$ cat src/hdl/shfp_pkg.sv
package shfp_pkg;

    localparam logic [7:0]  SYNC_BYTE       = 8'h7E;
    localparam logic [2:0]  SYNC_RUN_LAST   = 3'd3;
    localparam logic [15:0] MAX_LEN_DEFAULT = 16'd1024;

    typedef enum logic [2:0] {
        PH_HUNT = 3'd0,
        PH_ID   = 3'd1,
        PH_NAME = 3'd2,
        PH_TYPE = 3'd3,
        PH_RSVD = 3'd4,
        PH_LENH = 3'd5,
        PH_LENL = 3'd6,
        PH_BODY = 3'd7
    } phase_t;

    typedef enum logic [2:0] {
        KIND_ID      = 3'd0,
        KIND_NAME    = 3'd1,
        KIND_TYPE    = 3'd2,
        KIND_LENGTH  = 3'd3,
        KIND_BODY    = 3'd4,
        KIND_LEN_ERR = 3'd5
    } item_kind_t;

    // one parsed result on its way to the output register
    typedef struct packed {
        logic        emit;
        item_kind_t  kind;
        logic [15:0] value;
        logic        frame_end;
    } result_t;

endpackage

$ cat src/hdl/shfp_ifs.sv
interface shfp_byte_if;
    logic       valid;
    logic       ready;
    logic [7:0] data_byte;

    modport source (output valid, output data_byte, input ready);
    modport sink (input valid, input data_byte, output ready);
endinterface

interface shfp_item_if;
    logic        valid;
    logic        ready;
    logic [2:0]  item_kind;
    logic [15:0] item_value;
    logic        frame_end;

    modport source (output valid, output item_kind, output item_value, output frame_end,
                    input ready);
    modport sink (input valid, input item_kind, input item_value, input frame_end,
                  output ready);
endinterface

interface shfp_cfg_if;
    logic        valid;
    logic        ready;
    logic [15:0] max_body_len;

    modport source (output valid, output max_body_len, input ready);
    modport sink (input valid, input max_body_len, output ready);
endinterface

$ cat src/hdl/sync_header_frame_parser.sv
// a word is held in the input register, and its result then in the output register
// throughput: one word per cycle while the output is taken, set by the combinational
// parser update between the input register and the output register
// reset: rst_n asynchronous active low; parser returns to sync hunt, max body
// length returns to 1024, both valid flags clear
module sync_header_frame_parser
#(
    parameter int ID_BYTES   = 16,
    parameter int NAME_BYTES = 16
)
(
    input  logic          clk,
    input  logic          rst_n,
    shfp_byte_if.sink     stream,
    shfp_item_if.source   result,
    shfp_cfg_if.sink      cfg
);

    logic                 s1_valid;
    logic [7:0]           s1_byte;
    logic                 advance;
    logic                 out_take;
    logic [15:0]          max_len_reg;
    shfp_pkg::result_t    res;

    // config register, to be written by the user only while the parser is idle; the block does not enforce it
    assign cfg.ready = 1'b1;

    always_ff @(posedge clk or negedge rst_n)
    begin
        if (!rst_n)
        begin
            max_len_reg <= shfp_pkg::MAX_LEN_DEFAULT;
        end
        else if (cfg.valid && cfg.ready)
        begin
            max_len_reg <= cfg.max_body_len;
        end
    end

    // input register, refilled whenever its word moves on
    shfp_in_stage u_in
    (
        .clk      (clk),
        .rst_n    (rst_n),
        .stream   (stream),
        .advance  (advance),
        .s1_valid (s1_valid),
        .s1_byte  (s1_byte)
    );

    // phase tracking and result decode; state moves only when the word advances
    shfp_fsm
    #(
        .ID_BYTES   (ID_BYTES),
        .NAME_BYTES (NAME_BYTES)
    )
    u_fsm
    (
        .clk          (clk),
        .rst_n        (rst_n),
        .s1_valid     (s1_valid),
        .s1_byte      (s1_byte),
        .out_take     (out_take),
        .max_body_len (max_len_reg),
        .advance      (advance),
        .res          (res)
    );

    // output register; words with no result pass through without a slot
    shfp_out_stage u_out
    (
        .clk      (clk),
        .rst_n    (rst_n),
        .advance  (advance),
        .res      (res),
        .out_take (out_take),
        .result   (result)
    );

endmodule

$ cat src/hdl/shfp_in_stage.sv
module shfp_in_stage
(
    input  logic        clk,
    input  logic        rst_n,
    shfp_byte_if.sink   stream,
    input  logic        advance,
    output logic        s1_valid,
    output logic [7:0]  s1_byte
);

    logic       valid_reg;
    logic       valid_next;
    logic [7:0] byte_reg;

    // refill in the same cycle the held word moves on
    assign stream.ready = !valid_reg || advance;

    always_comb
    begin
        valid_next = valid_reg;
        if (stream.ready)
        begin
            valid_next = stream.valid;
        end
    end

    always_ff @(posedge clk or negedge rst_n)
    begin
        if (!rst_n)
        begin
            valid_reg <= 1'b0;
        end
        else
        begin
            valid_reg <= valid_next;
        end
    end

    always_ff @(posedge clk)
    begin
        if (stream.valid && stream.ready)
        begin
            byte_reg <= stream.data_byte;
        end
    end

    assign s1_valid = valid_reg;
    assign s1_byte  = byte_reg;

endmodule

$ cat src/hdl/shfp_fsm.sv
module shfp_fsm
#(
    parameter int ID_BYTES   = 16,
    parameter int NAME_BYTES = 16
)
(
    input  logic                  clk,
    input  logic                  rst_n,
    input  logic                  s1_valid,
    input  logic [7:0]            s1_byte,
    input  logic                  out_take,
    input  logic [15:0]           max_body_len,
    output logic                  advance,
    output shfp_pkg::result_t     res
);

    localparam logic [15:0] ID_LAST   = 16'(ID_BYTES - 1);
    localparam logic [15:0] NAME_LAST = 16'(NAME_BYTES - 1);

    shfp_pkg::phase_t phase_reg;
    shfp_pkg::phase_t phase_next;
    logic [2:0]       sync_reg;
    logic [2:0]       sync_next;
    logic [15:0]      count_reg;
    logic [15:0]      count_next;
    logic [7:0]       len_hi_reg;
    logic [7:0]       len_hi_next;
    logic [15:0]      length;

    assign advance = s1_valid && out_take;
    assign length  = {len_hi_reg, s1_byte};

    // next state
    always_comb
    begin
        phase_next  = phase_reg;
        sync_next   = sync_reg;
        count_next  = count_reg;
        len_hi_next = len_hi_reg;
        case (phase_reg)
            shfp_pkg::PH_HUNT:
            begin
                if (s1_byte == shfp_pkg::SYNC_BYTE)
                begin
                    if (sync_reg == shfp_pkg::SYNC_RUN_LAST)
                    begin
                        sync_next  = 3'd0;
                        count_next = 16'd0;
                        phase_next = shfp_pkg::PH_ID;
                    end
                    else
                    begin
                        sync_next = sync_reg + 3'd1;
                    end
                end
                else
                begin
                    sync_next = 3'd0;
                end
            end
            shfp_pkg::PH_ID:
            begin
                if (count_reg >= ID_LAST)
                begin
                    count_next = 16'd0;
                    phase_next = shfp_pkg::PH_NAME;
                end
                else
                begin
                    count_next = count_reg + 16'd1;
                end
            end
            shfp_pkg::PH_NAME:
            begin
                if (count_reg >= NAME_LAST)
                begin
                    count_next = 16'd0;
                    phase_next = shfp_pkg::PH_TYPE;
                end
                else
                begin
                    count_next = count_reg + 16'd1;
                end
            end
            shfp_pkg::PH_TYPE:
            begin
                phase_next = shfp_pkg::PH_RSVD;
            end
            shfp_pkg::PH_RSVD:
            begin
                phase_next = shfp_pkg::PH_LENH;
            end
            shfp_pkg::PH_LENH:
            begin
                len_hi_next = s1_byte;
                phase_next  = shfp_pkg::PH_LENL;
            end
            shfp_pkg::PH_LENL:
            begin
                if (length > max_body_len || length == 16'd0)
                begin
                    phase_next = shfp_pkg::PH_HUNT;
                    sync_next  = 3'd0;
                    count_next = 16'd0;
                end
                else
                begin
                    count_next = length;
                    phase_next = shfp_pkg::PH_BODY;
                end
            end
            shfp_pkg::PH_BODY:
            begin
                if (count_reg <= 16'd1)
                begin
                    phase_next = shfp_pkg::PH_HUNT;
                    sync_next  = 3'd0;
                    count_next = 16'd0;
                end
                else
                begin
                    count_next = count_reg - 16'd1;
                end
            end
            default:
            begin
                phase_next = shfp_pkg::PH_HUNT;
            end
        endcase
    end

    // result for the byte in the input register
    always_comb
    begin
        res.emit      = 1'b0;
        res.kind      = shfp_pkg::KIND_ID;
        res.value     = {8'h00, s1_byte};
        res.frame_end = 1'b0;
        case (phase_reg)
            shfp_pkg::PH_ID:
            begin
                res.emit = 1'b1;
                res.kind = shfp_pkg::KIND_ID;
            end
            shfp_pkg::PH_NAME:
            begin
                res.emit = 1'b1;
                res.kind = shfp_pkg::KIND_NAME;
            end
            shfp_pkg::PH_TYPE:
            begin
                res.emit = 1'b1;
                res.kind = shfp_pkg::KIND_TYPE;
            end
            shfp_pkg::PH_LENL:
            begin
                res.emit  = 1'b1;
                res.value = length;
                if (length > max_body_len)
                begin
                    res.kind      = shfp_pkg::KIND_LEN_ERR;
                    res.frame_end = 1'b1;
                end
                else
                begin
                    res.kind      = shfp_pkg::KIND_LENGTH;
                    res.frame_end = (length == 16'd0);
                end
            end
            shfp_pkg::PH_BODY:
            begin
                res.emit      = 1'b1;
                res.kind      = shfp_pkg::KIND_BODY;
                res.frame_end = (count_reg <= 16'd1);
            end
            default:
            begin
                res.emit = 1'b0;
            end
        endcase
    end

    always_ff @(posedge clk or negedge rst_n)
    begin
        if (!rst_n)
        begin
            phase_reg  <= shfp_pkg::PH_HUNT;
            sync_reg   <= 3'd0;
            count_reg  <= 16'd0;
            len_hi_reg <= 8'd0;
        end
        else if (advance)
        begin
            phase_reg  <= phase_next;
            sync_reg   <= sync_next;
            count_reg  <= count_next;
            len_hi_reg <= len_hi_next;
        end
    end

endmodule

$ cat src/hdl/shfp_out_stage.sv
module shfp_out_stage
(
    input  logic                  clk,
    input  logic                  rst_n,
    input  logic                  advance,
    input  shfp_pkg::result_t     res,
    output logic                  out_take,
    shfp_item_if.source           result
);

    logic        valid_reg;
    logic        valid_next;
    logic [2:0]  kind_reg;
    logic [15:0] value_reg;
    logic        end_reg;

    assign out_take = !valid_reg || result.ready;

    always_comb
    begin
        valid_next = valid_reg;
        if (out_take)
        begin
            valid_next = advance && res.emit;
        end
    end

    always_ff @(posedge clk or negedge rst_n)
    begin
        if (!rst_n)
        begin
            valid_reg <= 1'b0;
        end
        else
        begin
            valid_reg <= valid_next;
        end
    end

    always_ff @(posedge clk)
    begin
        if (advance && res.emit)
        begin
            kind_reg  <= res.kind;
            value_reg <= res.value;
            end_reg   <= res.frame_end;
        end
    end

    assign result.valid      = valid_reg;
    assign result.item_kind  = kind_reg;
    assign result.item_value = value_reg;
    assign result.frame_end  = end_reg;

endmodule

$ cat src/flat_wrapper.sv
// flat-port wrapper written by rule: the top's interface ports become plain ports
module sync_header_frame_parser_flat 
#(
    parameter int ID_BYTES   = 16,
    parameter int NAME_BYTES = 16
)
  (clk, rst_n, stream_valid, stream_data_byte, stream_ready, result_valid, result_item_kind, result_item_value, result_frame_end, result_ready, cfg_valid, cfg_max_body_len, cfg_ready);
  shfp_byte_if stream_i ();
  shfp_item_if result_i ();
  shfp_cfg_if cfg_i ();
  input  logic clk;
  input  logic rst_n;
  input wire logic [$bits(stream_i.valid)-1:0] stream_valid;
  input wire logic [$bits(stream_i.data_byte)-1:0] stream_data_byte;
  output wire logic [$bits(stream_i.ready)-1:0] stream_ready;
  output wire logic [$bits(result_i.valid)-1:0] result_valid;
  output wire logic [$bits(result_i.item_kind)-1:0] result_item_kind;
  output wire logic [$bits(result_i.item_value)-1:0] result_item_value;
  output wire logic [$bits(result_i.frame_end)-1:0] result_frame_end;
  input wire logic [$bits(result_i.ready)-1:0] result_ready;
  input wire logic [$bits(cfg_i.valid)-1:0] cfg_valid;
  input wire logic [$bits(cfg_i.max_body_len)-1:0] cfg_max_body_len;
  output wire logic [$bits(cfg_i.ready)-1:0] cfg_ready;
  assign stream_i.valid = stream_valid;
  assign stream_i.data_byte = stream_data_byte;
  assign stream_ready = stream_i.ready;
  assign result_valid = result_i.valid;
  assign result_item_kind = result_i.item_kind;
  assign result_item_value = result_i.item_value;
  assign result_frame_end = result_i.frame_end;
  assign result_i.ready = result_ready;
  assign cfg_i.valid = cfg_valid;
  assign cfg_i.max_body_len = cfg_max_body_len;
  assign cfg_ready = cfg_i.ready;
  sync_header_frame_parser #(.ID_BYTES(ID_BYTES), .NAME_BYTES(NAME_BYTES)) u_core (.clk(clk), .rst_n(rst_n), .stream(stream_i), .result(result_i), .cfg(cfg_i));
endmodule
$ cat config.mk
export PLATFORM = sky130hd
export DESIGN_NAME = sync_header_frame_parser_flat
export DESIGN_NICKNAME = d
export VERILOG_FILES = /design/src/hdl/shfp_pkg.sv /design/src/hdl/shfp_ifs.sv /design/src/hdl/sync_header_frame_parser.sv /design/src/hdl/shfp_in_stage.sv /design/src/hdl/shfp_fsm.sv /design/src/hdl/shfp_out_stage.sv /design/src/flat_wrapper.sv
export SDC_FILE = /design/constraint.sdc
export NUM_CORES = 1
export LEC_CHECK = 0
export ABC_AREA = 1
export ABC_CLOCK_PERIOD_IN_PS = 3100
export BUFFER_PORTS_ARGS = -buffer_cell sky130_fd_sc_hd__buf_2
export CORE_MARGIN = 1
export CORE_UTILIZATION = 45
export CTS_CLUSTER_SIZE = 28
export DETAILED_ROUTE_END_ITERATION = 10
export PLACE_DENSITY = 0.61
export SLEW_MARGIN = 20
export SYNTH_ARGS = -nofsm -noshare
export SYNTH_HDL_FRONTEND = slang
export SYNTH_SLANG_ARGS = --single-unit
$ cat constraint.sdc
create_clock -name clk -period 3.1 [get_ports clk]
set_clock_uncertainty 0.2 [all_clocks]
set_input_delay 0.155 -clock clk [delete_from_list [all_inputs] [get_ports clk]]
set_output_delay 0.155 -clock clk [all_outputs]
set_load 0.02 [all_outputs]
# After elaboration in Yosys (flattened, before gate mapping)
# Index checks and enable logic that the tools add are counted.
[totals]
latch_bits = 0
rom_bits = 0
ram_bits = 0
output_inout_bits = 23
reg_bits = 76
elab_cells = 73
memories = 0
inputBits = 29
[classes]
order_cmp = 3
eq_ne = 15
shift = 0
bitwise = 0
n_mul = 0
addsub = 3
reduce_logical = 18
mux = 22
div = 0
[op_table]
columns = ["operator", "count"]
rows = [
  ["$mux W16", 5],
  ["$pmux W16 S4", 1],
  ["$mux W3", 10],
  ["$pmux W3 S8", 1],
  ["$add A16 B1 Y16 const B", 1],
  ["$ge A16 B4 Y1 const B", 1],
  ["$gt A16 B16 Y1", 1],
  ["$le A16 B1 Y1 const B", 1],
  ["$logic_not A16 Y1", 1],
  ["$sub A16 B1 Y16 const B", 1],
  ["$eq A3 B3 Y1 const B", 4],
  ["$ne A2 B2 Y1 const B", 6],
  ["$pmux W3 S4", 1],
  ["$eq A3 B2 Y1 const B", 3],
  ["$pmux W3 S3", 1],
  ["$eq A8 B7 Y1 const B", 1],
  ["$reduce_and A4 Y1", 2],
  ["$reduce_and A6 Y1", 1],
  ["$reduce_or A5 Y1", 1],
  ["$reduce_bool A4 Y1", 1],
  ["$add A3 B1 Y3 const B", 1],
  ["$eq A3 B1 Y1 const B", 1],
  ["$logic_and A1 B1 Y1", 3],
  ["$logic_not A3 Y1", 1],
  ["7 further kinds", 11],
]

# Logic depth before layout (Yosys ltp)
# Gate-level depths: netlist of run 1.
[depth]
depth_word = 5
ltp_mapped = 17
mapped_depth_nobuf = 16

# By module
# From an unflattened synthesis of run 1, not the netlist that was laid out.
[unflattened]
hier_cells = 502
hier_area_um2 = 4204.0
[by_module_without_submodules]
columns = ["mod", "cells_each", "area_per_inst_um2", "seq_area_each_um2", "instances"]
rows = [
  ["shfp_fsm", 392, 2612.5, 750.7, 1],
  ["sync_header_frame_parser", 70, 656.9, 401.6, 1],
  ["shfp_out_stage", 26, 649.4, 625.6, 1],
  ["shfp_in_stage", 14, 285.3, 265.3, 1],
]

# Worst setup path after synthesis of run 1
# Ideal clock, no wire load.
[synth_timing]
path_type = "reg-to-reg"
start = "reg u_core.u_out.valid_reg, in the netlist u_core.u_out.result.valid"
end = "reg u_core.u_out.end_reg, in the netlist u_core.u_out.result.frame_end (enable)"
setup_slack_ns = 0.826
arrival_time_ns = 1.678
setup_time_ns = 0.397
path_buffers = 0
synth_period_minus_slack_ns = 2.274
stages_incl_launch_ff = 4
t_required_ns = 2.503
cell_sequence = "dfrtp_1 -> a21oi_2 -> inv_1 -> nor2_1"
[synth_via]
elab_chain_cells = 4
[synth_lines]
columns = ["item", "line_no", "rtl"]
rows = [
  ["from (decl)", "shfp_out_stage.sv:11", "logic valid_reg;"],
  ["from (signal assigned)", "shfp_out_stage.sv:36", "valid_reg <= valid_next;"],
  ["$logic_not A1 Y1", "shfp_out_stage.sv:17", "assign out_take = !valid_reg || result.ready;"],
  ["$logic_or A1 B1 Y1", "shfp_out_stage.sv:17", ""],
  ["$logic_and A1 B1 Y1", "shfp_fsm.sv:30", "assign advance = s1_valid && out_take;"],
  ["$logic_and A1 B1 Y1", "shfp_out_stage.sv:42", "if (advance && res.emit)"],
  ["to (signal assigned)", "shfp_out_stage.sv:46", "end_reg <= res.frame_end;"],
  ["to (decl)", "shfp_out_stage.sv:15", "logic end_reg;"],
]
# No other way between the ends.
# A chain may end at the register's enable or synchronous reset.

# Worst setup path in the final report of run 1
[layout_timing]
start = "reg u_core.u_in.byte_reg[7], in the netlist u_core.u_in.s1_byte[7]"
end = "reg u_core.u_fsm.sync_reg[0]"
[layout_via]
elab_chain_cells = 4
elab_cells_between_ends = 8
cone_classes = "1 x order compare; 2 x eq/ne; 2 x mux; 3 x reduce/logical"
[layout_lines]
columns = ["item", "line_no", "rtl"]
rows = [
  ["from (decl)", "shfp_in_stage.sv:13", "logic [7:0] byte_reg;"],
  ["from (signal assigned)", "shfp_in_stage.sv:43", "byte_reg <= stream.data_byte;"],
  ["$gt A16 B16 Y1 / $logic_not A16 Y1 (equally long branches)", "shfp_fsm.sv:100", "if (length > max_body_len || length == 16'd0)"],
  ["$logic_or A1 B1 Y1", "shfp_fsm.sv:100", ""],
  ["$ne A2 B2 Y1 (no line)", "-", ""],
  ["$reduce_and A4 Y1 (no line)", "-", ""],
  ["to (signal assigned)", "shfp_fsm.sv:195", "sync_reg <= sync_next;"],
  ["to (decl)", "shfp_fsm.sv:22", "logic [2:0] sync_reg;"],
]
# Several ways; a longest one is shown, not always the timed one.

==> results of run 1 <==
## logic make-up after synthesis
| logic type | Yosys count | synth area share |
|---|---|---|
| and+or+nand+nor | 242 | 0.2545 |
| DFF | 76 | 0.5037 |
| buffers and inverters | 72 | 0.07248 |
| AOI/OAI and AO/OA | 57 | 0.08020 |
| adders and majority gates | 20 | 0.06169 |
| xor gates and xnor gates | 11 | 0.02375 |
| other | 1 | 0.0009245 |
| muxes | 1 | 0.002776 |
## what timing repair did
item / 4_1_cts / 5_1_grt
resized for setup: 0 / 0
setup buffers: 0 / 0
hold endpoints to repair: 60 / 0
hold buffers: 28 / 0
## cells in the mapped netlist, types with 3 or more instances
| master | n |
|---|---|
| clkbuf_1 | 5 |
| inv_2 | 4 |
| edfxtp_1 | 28 |
| nand2_1 | 142 |
| xor2_1 | 7 |
| a21oi_1 | 10 |
| nand3_1 | 24 |
| nand2_2 | 4 |
| nand4_1 | 16 |
| inv_1 | 54 |
| o21ai_0 | 38 |
| nor3_1 | 3 |
| ha_1 | 20 |
| nor4_1 | 4 |
| xnor2_1 | 4 |
| nor2_1 | 43 |
| buf_2 | 4 |
| dfrtp_1 | 47 |
## power breakdown
group | switching, mW | internal, mW | leakage, nW
registers | 0.204 | 1.30 | 0.889
logic | 1.13 | 0.585 | 1.46
clock network | 0.381 | 0.474 | 0.105
total | 1.72 | 2.36 | 2.45
## cell type report
class | count | area, µm² | area share
Sequential cell | 76 | 2043 | 0.4155
Multi-Input combinational cell | 332 | 1722 | 0.3501
Timing Repair Buffer | 83 | 568.0 | 0.1155
Inverter | 59 | 224.0 | 0.04555
Clock buffer | 10 | 137.6 | 0.02799
Tap cell | 108 | 135.1 | 0.02748
Clock inverter | 6 | 87.58 | 0.01781
## worst reg2reg max path, delay by kind of cell, from the launching register on
kind	cells	cell delay [ns]
AOI/OAI and AO/OA	2	0.25
adders and majority gates	1	0.35
DFF	1	0.51
and+or+nand+nor	8	1.34
## metal layers
layer	up-vias	share of wire	track usage
met3	17	0.054	0.03974
met2	118	0.44	0.3294
met4	0	0.024	0.08726
li1	1718	-	-
met5	-	0	0
met1	1565	0.48	0.2941
## how the worst min path moves through the flow
stage          slack (ns)  cells past startpoint       from                endpoint
2_1_floorplan       -0.34                      0      rst_n   u_core.max_len_reg[0]
3_3_place_gp         0.11                      1      rst_n  u_core.max_len_reg[13]
3_5_place_dp         0.12                      1      rst_n  u_core.max_len_reg[15]
4_1_cts              0.04                      3  cfg_valid  u_core.max_len_reg[10]
5_1_grt              0.07                      3  cfg_valid  u_core.max_len_reg[10]
6_report             0.05                      3  cfg_valid  u_core.max_len_reg[10]
==> flow_metrics.tcl, run 1 <==
set metrics [dict create \
    outcome "complete, no violations" \
    cp_slowest_stage_delay_ns 0.51 \
    ys_seq_elements 76 \
    async_reset_ff_frac 0.6316 \
    synth_edf_count 28 \
    worstReg2RegEnd "u_core.u_fsm.sync_reg[0]" \
    syn_to_final_growth_pct 21.22 \
    seq_area_frac_synth 0.5037 \
    final_cell_mix "nand2_1 (142), inv_1 (54), buf_2 (50), dfrtp_1 (47), nor2_1 (42)" \
    worstSetupStartpointType "flip-flop" \
    port_buffers 50 \
    cp_top_family "simple AND/OR/NAND/NOR gates" \
    synth.top_cell.area_share 0.2899 \
    core_area_um2 8721 \
    grt_max_degree 37 \
    rr_worst_depth 11 \
    instances_no_fill 674 \
    hold_viol_final 0 \
    hold_slack_ns 0.04765 \
    clkLatencyLatePin_ns 0.35 \
    finalCritPeriodShare 0.8778 \
    fmax_mhz 367.5 \
    r2r_slack_ns 0.38 \
    clk_pin_slew_ns 0.08 \
    crit_start "u_core.u_in.s1_byte[7]" \
    start_util 0.4651 \
    fillCellCount 779 \
    dr.first_iter.drc_count 168 \
    slowest_stage "edfxtp_1" \
    tns_ns 0 \
    tightest_slew_ns 0.8481 \
    cpMostUsedCell "nand2_1" \
    final_area_um2 4917 \
    cts_buffers 9 \
    antenna_found_initial 0 \
    die_h_um 96.95 \
    ant_nets 0 \
    peakVddDrop_mv 0.4929 \
    io_pins 52 \
    maxCapViolations 0 \
    routed_wl_um 9431 \
    drive_gt1_frac 0.1625 \
    ys_warn_count 0 \
    synth.top_cells.by_area "dfrtp_1 (29%), edfxtp_1 (21%), nand2_1 (13%)" \
    place_ws_ns 0.4007 \
    crit_end "u_core.u_fsm.sync_reg[0]" \
    dieArea_um2 9398 \
    rsz0062_at_grt "no" \
    vias 3418 \
    period_needed_ns 2.721 \
    setup_viol 0 \
    root_buffer "clkbuf_8" \
    grt_pass1_wl_um 15840 \
    power.leakage_nw 2.449 \
    layout_commonest_cell "nand2_1" \
    yosysUniqueCellTypes 37 \
    place_congestion 0.8441 \
    avgSynthCellArea_um2 8.451 \
    cts.sinks 76 \
    worstPathArrival_ns 2.79 \
    path_depth 11 \
    grt_pass1_vias 3357 \
    htree_num_levels 3 \
    dpl_cell_area_um2 4412 \
    grt_remaining_overflow 0 \
    rows 34 \
    synth-main-ff-cell "dfrtp_1" \
    r2r-start "u_core.u_in.s1_byte[7]" \
    end_kind "flip-flop" \
    slew_violations 0 \
    syn_area_um2 4056 \
    synthCells 480 \
    finalPower_mw 4.080 \
    critical_path.n_buffers_inverters 0 \
    ctsLongestPathBuffers 2 \
    max_slew_margin 0.4346 \
    path_class "flip-flop to flip-flop" \
    syn-num-nets 529 \
    cp_max_fo 19 \
    p_per_area_nw_per_um2 829.8 \
    worst_ep_required_time_ns 3.16 \
    firstDrtPassIters 5 \
    dp_hpwl_um 6518 \
    grt_use_total 0.2126 \
    nNetsFinal 610 \
    final_util 0.5638 \
    crit_chain "ha_1 > a21o_1 > nor2_1 > nand2_1 > nand2_1 > nand2_1 > nand2_1 > nand3_1 > nand2_1 > nand2_1 > o21ai_0" \
    drt_drc_violations_left 0 \
    fin_ws_ns 0.3789 \
    cts_tree "done" \
    viasPerCell 5.071 \
    diodes 0 \
    dp_cells 630 \
    yosys.area.top_type "dfrtp_1" \
    wl_per_cell_um 13.99 \
    hp-class "input pin to flip-flop" \
    die_x_um 96.95 \
]
No activity file was read; power rests on OpenSTA's default activity.
==> inputs of run 2 (changes only) <==
- ABC_AREA: 1 -> unset
==> flow_metrics.tcl, run 2 <==
set metrics [dict create \
    cts-resized-gates 0 \
    yosys.area.top_type "dfrtp_1" \
    crit_chain "ha_1 > nand4_1 > nor4_1 > a21boi_0 > o41a_1 > buf_4 > nor4_2 > buf_4 > a221o_1" \
    htree_num_levels 3 \
    antenna_found_initial 0 \
    synth_edf_count 28 \
    yosysMostFrequentCell "dfrtp_1" \
    cp_slowest_stage_delay_ns 0.45 \
    yosysUniqueCellTypes 62 \
    ys_warn_count 0 \
    io_pins 52 \
    synth.top_cells.by_area "dfrtp_1 (30%), edfxtp_1 (21%), ha_1 (6.3%)" \
    finalPower_mw 1.897 \
    grt_remaining_overflow 0 \
    grt_pass1_wl_um 15310 \
    core_area_um2 8341 \
    worst_ep_required_time_ns 3.13 \
    firstDrtPassIters 4 \
    die_x_um 95.65 \
    synth-main-ff-cell "dfrtp_1" \
    routed_wl_um 9496 \
    period_needed_ns 2.840 \
    setup_viol 0 \
    power.leakage_nw 2.251 \
    diodes 0 \
    worstSetupStartpointType "flip-flop" \
    ys_seq_elements 76 \
    nNetsFinal 504 \
    grt_pass1_vias 3091 \
    drt_drc_violations_left 0 \
    wl_per_cell_um 16.81 \
    dp_cells 519 \
    cp_top_family "compound AO/OA/AOI/OAI gates" \
    synth.top_cell.area_share 0.2980 \
    dp_hpwl_um 6582 \
    clk_pin_slew_ns 0.08 \
    tns_ns 0 \
    fillCellCount 738 \
    viasPerCell 5.642 \
    end_kind "flip-flop" \
    cpMostUsedCell "buf_4" \
    ctsLongestPathBuffers 2 \
    root_buffer "clkbuf_8" \
    place_congestion 0.8480 \
    syn-num-nets 414 \
    grt_use_total 0.2259 \
    start_util 0.4731 \
    critical_path.n_buffers_inverters 2 \
    slowest_stage "dfrtp_1" \
    vias 3188 \
    syn_area_um2 3946 \
    dr.first_iter.drc_count 147 \
    ys_top_cells_by_count "dfrtp_1 (47), nand2_1 (33), o21ai_0 (30)" \
    maxCapViolations 0 \
    finalCritPeriodShare 0.9162 \
    cts_buffers 9 \
    ant_nets 0 \
    layout_commonest_cell "buf_2" \
    cp_max_fo 8 \
    worstPathArrival_ns 2.87 \
    dieArea_um2 9148 \
    synthCells 365 \
    path_class "flip-flop to flip-flop" \
    hp-class "input pin to flip-flop" \
    seq_area_frac_synth 0.5178 \
    rows 33 \
    hold_viol_final 0 \
    outcome "complete, no violations" \
    die_h_um 95.65 \
    instances_no_fill 565 \
    fmax_mhz 352.1 \
    async_reset_ff_frac 0.6316 \
    avgSynthCellArea_um2 10.81 \
    cts_tree "done" \
    final_cell_mix "buf_2 (50), dfrtp_1 (47), nand2_1 (33), o21ai_0 (30)" \
    syn_to_final_growth_pct 22.10 \
    cts.sinks 76 \
    port_buffers 50 \
    p_per_area_nw_per_um2 393.7 \
    clkLatencyLatePin_ns 0.35 \
    peakVddDrop_mv 0.3550 \
    slew_violations 0 \
    grt_max_degree 38 \
    drive_gt1_frac 0.2304 \
    tightest_slew_ns 0.9351 \
    max_slew_margin 0.3766 \
]
-- run 2: cell count changes in the layout (fill, tap and decap cells not counted), moves of 12 or more --
cell	before	now
and2_1	0	12
nor2_1	42	17
nand2_1	142	33
nand4_1	16	4
nor3_1	3	15
buf_4	5	17
nand3_1	24	5
inv_1	54	21
-- run 2: kinds of logic (layout without fill, tap and decap cells) --
logic type	Yosys count	in the layout	share of synthesized area
AOI/OAI and AO/OA	84	84	0.1500
xor gates and xnor gates	2	2	0.004440
adders and majority gates	20	20	0.06341
buffers and inverters	37	132	0.04185
DFF	76	76	0.5178
muxes	13	13	0.03678
other	1	1	0.0009503
and+or+nand+nor	132	132	0.1848
-- run 2: worst register-to-register path: stages (launching register included) --
cell      delay (ns)
dfrtp_1         0.45
ha_1            0.32
nand4_1         0.15
nor4_1          0.43
a21boi_0        0.26
o41a_1          0.17
buf_4           0.16
nor4_2          0.06
buf_4           0.18
a221o_1         0.35
-- run 2: layout make-up --
class / instances / area, µm² / share of cell area
clock buffer: 9 / 123.9 / 0.02571
clock inverter: 7 / 42.54 / 0.008829
inverter: 21 / 78.83 / 0.01636
multi-input combinational: 252 / 1740 / 0.3612
sequential: 76 / 2043 / 0.4240
tap: 105 / 131.4 / 0.02727
timing repair buffer: 95 / 658.1 / 0.1366
-- run 2: layer usage --
metal  wire, µm  vias to the layer above  track usage
met1       4562                     1576       0.3160
met4        109                        0      0.07711
met5          0                        -            0
li1           -                     1525            -
met2       4376                       78       0.3494
met3        447                        9      0.04545
-- run 2: repair_timing --
action / CTS / global route
setup buffers: 0 / 2
endpoints found under the setup margin: 0 / 16
hold buffers: 28 / 0
hold endpoints to repair: 61 / 0
-- run 2: worst paths after layout --
kind | start | endpoint | slack, ns | cells after the start
worst max-delay path | u_core.u_fsm.len_hi_reg[7] | u_core.u_fsm.count_reg[11] | 0.26 | 9
worst min-delay path | cfg_valid | u_core.max_len_reg[3] | 0.05 | 3
worst max register to register | u_core.u_fsm.len_hi_reg[7] | u_core.u_fsm.count_reg[11] | 0.26 | 9
worst min register to register | u_core.u_fsm.sync_reg[2] | u_core.u_fsm.sync_reg[2] | 0.30 | 1
max in group asynchronous | rst_n | u_core.u_fsm.sync_reg[0] | 1.67 | 3
min in group asynchronous | rst_n | u_core.u_fsm.count_reg[8] | 0.28 | 2
-- run 2: per-stage QoR --
stage / hold slack, ns / area [µm²] / worst slack (ns) / util
after floorplan: -0.3406 / 3946 / 0.4851 / -
after global placement: 0.1313 / 4357 / 0.3408 / 0.5224
after detailed placement: 0.1331 / 4357 / 0.1891 / 0.5224
after CTS: 0.04279 / 4803 / 0.1757 / 0.5759
after global routing: 0.09104 / 4818 / -0.02466 / 0.5777
final: 0.05432 / 4818 / 0.2599 / 0.5777
-- run 2: power breakdown --
| group | switching [mW] | leakage [nW] | internal, mW |
|---|---|---|---|
| registers | 0.0140 | 0.911 | 1.07 |
| clock network | 0.381 | 0.0845 | 0.287 |
| logic | 0.0772 | 1.26 | 0.0721 |
| total | 0.472 | 2.25 | 1.42 |
